### src/sv/bpa_pkg.sv
// Shared types and constants for the bitmap page allocator.
// No dependencies; every file but bpa_ram imports this package.
package bpa_pkg;

  localparam int MAX_PAGES   = 4096;
  localparam int WORD_BITS   = 32;
  localparam int MAP_WORDS   = (MAX_PAGES + WORD_BITS - 1) / WORD_BITS;
  localparam int PAGE_W      = $clog2(MAX_PAGES);
  localparam int CNT_W       = PAGE_W + 1;
  localparam int BIT_W       = $clog2(WORD_BITS);
  localparam int WADDR_W     = $clog2(MAP_WORDS);
  localparam int FLIP_W      = BIT_W + 1;
  localparam int OP_W        = 2;
  localparam int STS_W       = 2;
  localparam int IN_TDATA_W  = ((PAGE_W + CNT_W + 7) / 8) * 8;
  localparam int OUT_TDATA_W = ((PAGE_W + 2 * CNT_W + 7) / 8) * 8;

  typedef enum logic [OP_W-1:0] {
    OP_ALLOC    = 2'd0,
    OP_FREE     = 2'd1,
    OP_RUN_FREE = 2'd2,
    OP_RUN_USED = 2'd3
  } op_e;

  typedef enum logic [STS_W-1:0] {
    STS_OK      = 2'd0,
    STS_NO_FREE = 2'd1,
    STS_RANGE   = 2'd2
  } status_e;

  typedef enum logic [1:0] {
    ALU_FIND,
    ALU_SET,
    ALU_CLR
  } alu_mode_e;

  typedef enum logic [2:0] {
    S_IDLE,
    S_CHECK,
    S_READ,
    S_MODIFY,
    S_DONE
  } state_e;

  typedef struct packed {
    alu_mode_e            mode;
    logic [WADDR_W-1:0]   addr;
    logic [PAGE_W-1:0]    lo;
    logic [CNT_W-1:0]     end_pg;
    logic [WORD_BITS-1:0] data;
  } alu_req_t;

  typedef struct packed {
    logic [WORD_BITS-1:0] data;
    logic [FLIP_W-1:0]    flips;
    logic                 found;
    logic [BIT_W-1:0]     bit_idx;
  } alu_rsp_t;

endpackage

### src/sv/bpa_word_alu.sv
// Shared word unit: range mask, first-clear search, set/clear and flip count.
// Depends on bpa_pkg.
module bpa_word_alu (
  input  bpa_pkg::alu_req_t req_i,
  output bpa_pkg::alu_rsp_t rsp_o
);
  import bpa_pkg::*;

  logic [BIT_W-1:0]     lo_sh;
  logic [WORD_BITS-1:0] lo_mask;
  logic [WORD_BITS-1:0] hi_mask;
  logic [WORD_BITS-1:0] mask;
  logic [WORD_BITS-1:0] free_bits;
  logic [WORD_BITS-1:0] first_one;
  logic [WORD_BITS-1:0] flip_bits;
  logic [BIT_W-1:0]     bit_idx;
  logic [FLIP_W-1:0]    lvl [BIT_W+1][WORD_BITS];

  always_comb begin
    // Pages inside [lo, end_pg) that fall in this word
    lo_sh   = (req_i.lo[PAGE_W-1:BIT_W] == req_i.addr) ? req_i.lo[BIT_W-1:0] : '0;
    lo_mask = {WORD_BITS{1'b1}} << lo_sh;
    if (req_i.end_pg[CNT_W-1:BIT_W] == {1'b0, req_i.addr}) begin
      hi_mask = ~({WORD_BITS{1'b1}} << req_i.end_pg[BIT_W-1:0]);
    end else begin
      hi_mask = {WORD_BITS{1'b1}};
    end
    mask = lo_mask & hi_mask;

    // Isolate the lowest clear page in range
    free_bits = ~req_i.data & mask;
    first_one = free_bits & (~free_bits + WORD_BITS'(1));
    bit_idx   = '0;
    for (int b = 0; b < WORD_BITS; b++) begin
      if (first_one[b]) begin
        bit_idx = bit_idx | BIT_W'(b);
      end
    end

    rsp_o.found   = |free_bits;
    rsp_o.bit_idx = bit_idx;

    case (req_i.mode)
      ALU_FIND: begin
        rsp_o.data = req_i.data | first_one;
        flip_bits  = first_one;
      end
      ALU_SET: begin
        rsp_o.data = req_i.data | mask;
        flip_bits  = mask & ~req_i.data;
      end
      ALU_CLR: begin
        rsp_o.data = req_i.data & ~mask;
        flip_bits  = mask & req_i.data;
      end
      default: begin
        rsp_o.data = req_i.data;
        flip_bits  = '0;
      end
    endcase

    // Adder tree for the flip count
    for (int l = 0; l <= BIT_W; l++) begin
      for (int i = 0; i < WORD_BITS; i++) begin
        lvl[l][i] = '0;
      end
    end
    for (int i = 0; i < WORD_BITS; i++) begin
      lvl[0][i] = FLIP_W'(flip_bits[i]);
    end
    for (int l = 1; l <= BIT_W; l++) begin
      for (int i = 0; i < (WORD_BITS >> l); i++) begin
        lvl[l][i] = lvl[l-1][2*i] + lvl[l-1][2*i+1];
      end
    end
    rsp_o.flips = lvl[BIT_W][0];
  end

endmodule

### config.mk
export PLATFORM = sky130hd
export DESIGN_NAME = bpa_word_alu
export DESIGN_NICKNAME = d
export VERILOG_FILES = /design/src/sv/bpa_pkg.sv /design/src/sv/bpa_word_alu.sv
export SDC_FILE = /design/constraint.sdc
export NUM_CORES = 1
export LEC_CHECK = 0
export BUFFER_PORTS_ARGS = -buffer_cell sky130_fd_sc_hd__clkbuf_2
export CAP_MARGIN = 5
export CORE_MARGIN = 2
export CORE_UTILIZATION = 57
export DETAILED_ROUTE_END_ITERATION = 8
export PLACE_DENSITY = 0.85
export SLEW_MARGIN = 20
export SYNTH_ARGS = -nofsm -noshare
export SYNTH_HDL_FRONTEND = slang
export SYNTH_SLANG_ARGS = --single-unit
export TNS_END_PERCENT = 100
### constraint.sdc
create_clock -name vclk -period 15.3
set_input_delay 3.825 -clock vclk [all_inputs]
set_output_delay 3.825 -clock vclk [all_outputs]
set_load 0.005 [all_outputs]
==> results.sh, run 1 <==
export IMPL_antenna_violations_before_repair=0
export IMPL_busiest_layer="met2"
export IMPL_drv_max_cap_violation_count=0
export IMPL_synth_adder_area_share_pct=13.72
export IMPL_antenna_violating_nets_post_route=0
export IMPL_drtPass1Iterations=5
export IMPL_dp_hpwl_um=14090
export IMPL_crit_required_ps=11480
export IMPL_global_route_usage_met1_pct=60.52
export IMPL_total_leakage_power_nw=2.285
export IMPL_layout_clock_buffer_count=0
export IMPL_synth_xor_area_share_pct=2.963
export IMPL_synthMuxAreaShare_pct=0
export IMPL_totalPowerFinal_mw=0.3975
export IMPL_insertedDiodeCount=0
export IMPL_die_area_um2=7959
export IMPL_finalInstanceArea_um2=4900
export IMPL_rsz_0062_raised_after_global_routing="false"
export IMPL_run_status="completed"
export IMPL_postRouteWirelength_um=17750
export IMPL_standard_cell_with_the_maximum_stage_delay_on_the_critical_path="sky130_fd_sc_hd__or4b_1"
export IMPL_drive_above_1_share_pct=23.58
export IMPL_num_fill_cells=700
export IMPL_area_delta_synth_final_pct=18.38
export IMPL_synthesis_nets=739
export IMPL_timing_final_max_slew_violations=0
export IMPL_route_detailed_vias_per_inst=6.995
export IMPL_floorplan_die_width_um=89.22
export IMPL_critPathCaptureType="output pin"
export IMPL_num_vias=5883
export IMPL_cp_num_buf_inv=7
export IMPL_classification_of_the_worst_slack_hold_path="in2out"
export IMPL_placementRows=31
export IMPL_most_used_cells_in_the_layout_excluding_fill_and_tap_cells="110 x sky130_fd_sc_hd__clkbuf_2, 76 x sky130_fd_sc_hd__nor2_1, 62 x sky130_fd_sc_hd__nand2_1"
export IMPL_die_y_um=89.22
export IMPL_path_common_cell="sky130_fd_sc_hd__fa_1"
export IMPL_core_area_um2=7137
export IMPL_numPlacedInstances=840
export IMPL_grt_use_met3_pct=7.849
export IMPL_power_density_nw_per_um2=81.14
export IMPL_drt_wirelength_per_cell_um=21.10
export IMPL_mappedNetlistArea_um2=4139
export IMPL_final_weighted_congestion_in_routability_driven_placement=1.063
export IMPL_drt_drc_violations_left=0
export IMPL_crit_fanout=8
export IMPL_placement_io_buffers=110
export IMPL_grt_start_max_net_pins=57
export IMPL_max_freq_mhz=66.49
export IMPL_timing_final_hold_violations=0
export IMPL_initial_utilization_pct=57.99
export IMPL_synth_seq_area_share_pct=0
export IMPL_post_synth_and_or_nand_nor_area_fraction_pct=32.29
export IMPL_top_level_ports=110
export IMPL_post_route_min_period_ps=15040
export IMPL_grt_ovfl_total=0
export IMPL_worst_setup_path_start_kind="input pin"
export IMPL_final_min_period_over_clock_period_pct=98.31
export IMPL_totalNegativeSetupSlack_ps=0
export IMPL_grt_pass1_wl_um=26720
export IMPL_layout_commonest_cell="sky130_fd_sc_hd__clkbuf_2"
export IMPL_path_class="in2out"
export IMPL_syn_instance_count=642
export IMPL_ys_warnings_count=0
export IMPL_finish_net_count=841
export IMPL_grt_met2_usage_pct=69.43
export IMPL_setup_violations_final=0
export IMPL_crit_family="adder cells"
export IMPL_fin_cells=841
export IMPL_globalRouteTotalUtil_pct=43.35
export IMPL_grt_pass1_vias=5197
export IMPL_synth_compound_area_share_pct=42.50
export IMPL_postPlaceCellArea_um2=4872
export IMPL_synth_top_family_by_area="compound AO/OA/AOI/OAI gates"
export IMPL_critPathMaxStageDelay_ps=680
export IMPL_numSequentialCells=0
export IMPL_yosys_cell_types_count=76
export IMPL_final_seq_area_um2=0
export IMPL_slew_limit_headroom_pct=50.02
export IMPL_tightest_slew_ps=744.1
export IMPL_post_synth_cell_area_avg_um2=6.447
export IMPL_hold_slack_ps=8002
export IMPL_arrival_ps=11220
export IMPL_drt_initial_drc_count=792
export IMPL_max_vdd_ir_drop_uv=264.9
-- path summary, 6_finish.rpt --
kind | cells past startpoint | end | start | slack, ps
worst min-delay path | 4 | rsp_o[43] | req_i[31] | 8000
worst max-delay path | 27 | rsp_o[10] | req_i[62] | 260
-- logic make-up after synthesis --
group / after synthesis
buffers and inverters: 92
AOI/OAI and AO/OA: 249
xor gates and xnor gates: 14
and+or+nand+nor: 256
adders and majority gates: 31
-- per-stage QoR --
stage / setup WS [ps] / util (%)
after floorplan: 1002 / -
after global placement: 372.3 / 68.27
after detailed placement: 102.0 / 68.27
after CTS: 92.27 / 68.27
after global routing: 43.56 / 68.65
final: 259.2 / 68.65
-- cells in the mapped netlist, types with 11 or more instances --
| master | instances | share of area, % |
|---|---|---|
| sky130_fd_sc_hd__a21o_1 | 15 | 2.7 |
| sky130_fd_sc_hd__a21oi_1 | 40 | 4.8 |
| sky130_fd_sc_hd__a22oi_1 | 12 | 2.2 |
| sky130_fd_sc_hd__a31oi_1 | 15 | 2.3 |
| sky130_fd_sc_hd__clkbuf_1 | 33 | 3.0 |
| sky130_fd_sc_hd__fa_1 | 24 | 12 |
| sky130_fd_sc_hd__inv_1 | 52 | 4.7 |
| sky130_fd_sc_hd__nand2_1 | 63 | 5.7 |
| sky130_fd_sc_hd__nand3_1 | 16 | 1.9 |
| sky130_fd_sc_hd__nor2_1 | 77 | 7.0 |
| sky130_fd_sc_hd__nor3_1 | 14 | 1.7 |
| sky130_fd_sc_hd__o21ai_0 | 49 | 5.9 |
| sky130_fd_sc_hd__o22ai_1 | 14 | 2.1 |
| sky130_fd_sc_hd__o31ai_1 | 17 | 3.1 |
| sky130_fd_sc_hd__xnor2_1 | 11 | 2.3 |
-- timing repair --
action                                  in CTS  in global routing
endpoints found under the setup margin       0                  4
hold buffers                                 0                  0
buffers inserted                             0                  1
resized for setup                            0                  5
-- per-layer routing --
metal  vias up  wire [µm]
li1       2623          -
met2       454       7914
met5         -          0
met1      2754       7127
met3        52       2208
met4         0        495
-- report_power, final --
group | total (mW) | switching (mW) | leakage [nW] | internal (mW)
clock | 0 | 0 | 0 | 0
sequential | 0 | 0 | 0 | 0
combinational | 0.398 | 0.222 | 2.29 | 0.176
-- area by class of cell --
type / instances / area, µm² / area share (%)
repair buffers: 139 / 768.2 / 15.68
multi-input cells: 550 / 3809 / 77.73
well taps: 99 / 123.9 / 2.528
inverters: 53 / 198.9 / 4.060
No activity file was read; power rests on OpenSTA's default activity.
==> run 2, diff against run 1 <==
Settings changed: ABC_AREA set to 1, CORE_UTILIZATION 57 to 58, GPL_TIMING_DRIVEN set to 0, PLACE_DENSITY 0.85 to 0.86, SETUP_SLACK_MARGIN set to 0.15.
==> run 2 against run 1 <==
Against the previous run:
- critical path depth grew 7
- hold slack worse by 34 ps
- sequential share of layout area is the same
==> results.sh, run 2 <==
export IMPL_post_synth_top_area_fraction_pct=16.56
export IMPL_final_min_period_over_clock_period_pct=95.79
export IMPL_layout_core_utilization_pct=67.54
export IMPL_drt_drc_violations_left=0
export IMPL_ys_warnings_count=0
export IMPL_post_synth_and_or_nand_nor_area_fraction_pct=48.03
export IMPL_placementRows=32
export IMPL_cts_hold_buf=0
export IMPL_top_level_ports=110
export IMPL_crit_fanout=10
export IMPL_drv_max_cap_violation_count=0
export IMPL_netlist_top_cells_area="sky130_fd_sc_hd__nand2_1 17%, sky130_fd_sc_hd__inv_1 13%, sky130_fd_sc_hd__fa_1 11%"
export IMPL_standard_cell_with_the_maximum_stage_delay_on_the_critical_path="sky130_fd_sc_hd__fa_1"
export IMPL_seq_power_share_pct=0
export IMPL_synthMuxAreaShare_pct=0
export IMPL_fin_cells=1046
export IMPL_tightest_slew_ps=779.8
export IMPL_area_delta_synth_final_pct=14.48
export IMPL_cp_num_buf_inv=10
export IMPL_synth_xor_area_share_pct=1.553
export IMPL_numPlacedInstances=1046
export IMPL_die_y_um=92.20
export IMPL_worst_setup_path_start_kind="input pin"
export IMPL_synth_compound_area_share_pct=20.27
export IMPL_most_frequent_cell_after_synthesis="sky130_fd_sc_hd__nand2_1"
export IMPL_setup_violations_final=0
export IMPL_timing_final_max_slew_violations=0
export IMPL_fin_ws_ps=643.5
export IMPL_power_switching_mw=0.2324
export IMPL_yosys_cell_types_count=46
export IMPL_post_cts_setup_buffer_count=0
export IMPL_intPower_mw=0.1700
export IMPL_post_synth_cell_area_avg_um2=5.378
export IMPL_timing_final_hold_violations=0
export IMPL_crit_required_ps=11480
export IMPL_drtPass1Iterations=8
export IMPL_slew_limit_headroom_pct=48.01
export IMPL_layout_clock_buffer_count=0
export IMPL_die_area_um2=8501
export IMPL_synth_adder_area_share_pct=12.59
export IMPL_floorplan_die_width_um=92.20
export IMPL_synthesis_nets=936
export IMPL_numSequentialCells=0
export IMPL_critPathMaxStageDelay_ps=580
export IMPL_crit_family="adder cells"
export IMPL_drt_initial_drc_count=755
export IMPL_most_used_cells_in_the_layout_excluding_fill_and_tap_cells="199 x sky130_fd_sc_hd__nand2_1, 155 x sky130_fd_sc_hd__inv_1, 106 x sky130_fd_sc_hd__clkbuf_2"
export IMPL_placement_io_buffers=105
export IMPL_arrival_ps=10830
export IMPL_dp_worst_setup_slack_ps=828.0
export IMPL_totalPowerFinal_mw=0.4024
export IMPL_post_synth_most_frequent_cells="199 x sky130_fd_sc_hd__nand2_1, 155 x sky130_fd_sc_hd__inv_1, 86 x sky130_fd_sc_hd__nor2_1"
export IMPL_dp_hpwl_um=15620
export IMPL_hold_slack_ps=7968
export IMPL_postCtsResizedCells=0
export IMPL_netlist_top_cell_by_area="sky130_fd_sc_hd__nand2_1"
export IMPL_drt_wirelength_per_cell_um=17.91
export IMPL_power_density_nw_per_um2=77.91
export IMPL_postRouteWirelength_um=18730
export IMPL_classification_of_the_worst_slack_hold_path="in2out"
export IMPL_initial_utilization_pct=59.00
export IMPL_max_freq_mhz=68.23
export IMPL_grt_start_max_net_pins=11
export IMPL_mappedNetlistArea_um2=4512
export IMPL_path_common_cell="sky130_fd_sc_hd__fa_1"
export IMPL_core_area_um2=7647
export IMPL_final_weighted_congestion_in_routability_driven_placement=1.073
export IMPL_grt_pass1_vias=5871
export IMPL_antenna_violating_nets_post_route=0
export IMPL_finish_net_count=1043
export IMPL_p_sw_share_pct=57.75
export IMPL_num_vias=6279
export IMPL_route_detailed_vias_per_inst=6.003
export IMPL_total_leakage_power_nw=2.946
export IMPL_rsz_0062_raised_after_global_routing="false"
export IMPL_critPathCaptureType="output pin"
export IMPL_grt_pass1_wl_um=29350
export IMPL_max_vdd_ir_drop_uv=280.8
export IMPL_final_seq_area_um2=0
export IMPL_syn_instance_count=839
export IMPL_insertedDiodeCount=0
export IMPL_grt_ovfl_total=0
export IMPL_globalRouteTotalUtil_pct=44.20
export IMPL_layout_commonest_cell="sky130_fd_sc_hd__nand2_1"
export IMPL_finalInstanceArea_um2=5165
export IMPL_synth_seq_area_share_pct=0
export IMPL_num_fill_cells=813
export IMPL_antenna_violations_before_repair=0
export IMPL_postPlaceCellArea_um2=5165
export IMPL_power_clock_fraction_pct=0
export IMPL_totalNegativeSetupSlack_ps=0
export IMPL_run_status="completed"
export IMPL_drive_above_1_share_pct=19.39
export IMPL_path_class="in2out"
export IMPL_synth_top_family_by_area="simple AND/OR/NAND/NOR gates"
export IMPL_share_comb_of_total_power_pct=100.0
export IMPL_post_route_min_period_ps=14660
[run 2: metal layers]
metal / share of wire, % / GRT usage (%)
met1: 37 / 56.34
met2: 43 / 71.08
met3: 14 / 8.381
met4: 5.6 / 22.39
met5: 0 / 0
[run 2: tightest hold or removal path: cells and delay by family]
family,cells,cell delay (ps)
and+or+nand+nor,1,60
AOI/OAI and AO/OA,1,70
buffers and inverters,2,190
[run 2: cell families (layout without fill, tap and decap cells)]
family,count (synthesis),count (layout)
simple gates,455,455
fa+ha+maj,31,31
xor+xnor,8,8
buf+inv,202,307
compound gates,143,143
[run 2: area by class of cell]
class / count / area (µm²) / share of cell area, %
timing repair buffer: 105 / 525.5 / 10.17
buffer: 32 / 153.9 / 2.980
tap: 102 / 127.6 / 2.471
inverter: 170 / 638.1 / 12.35
multi-input combinational: 637 / 3720 / 72.02
[run 2: path summary, 6_finish.rpt]
path	start	slack (ps)	depth (start not counted)	end
setup / recovery	req_i[62]	640	34	rsp_o[10]
hold / removal	req_i[27]	7970	4	rsp_o[39]
[run 2: power groups by stage]
stage	Sequential [mW]	Clock (mW)	Combinational, mW
3_5_place_dp	0	0	0.399
6_report	0	0	0.402
4_1_cts	0	0	0.404
3_3_place_gp	0	0	0.383
2_1_floorplan	0	0	0.260
5_1_grt	0	0	0.459
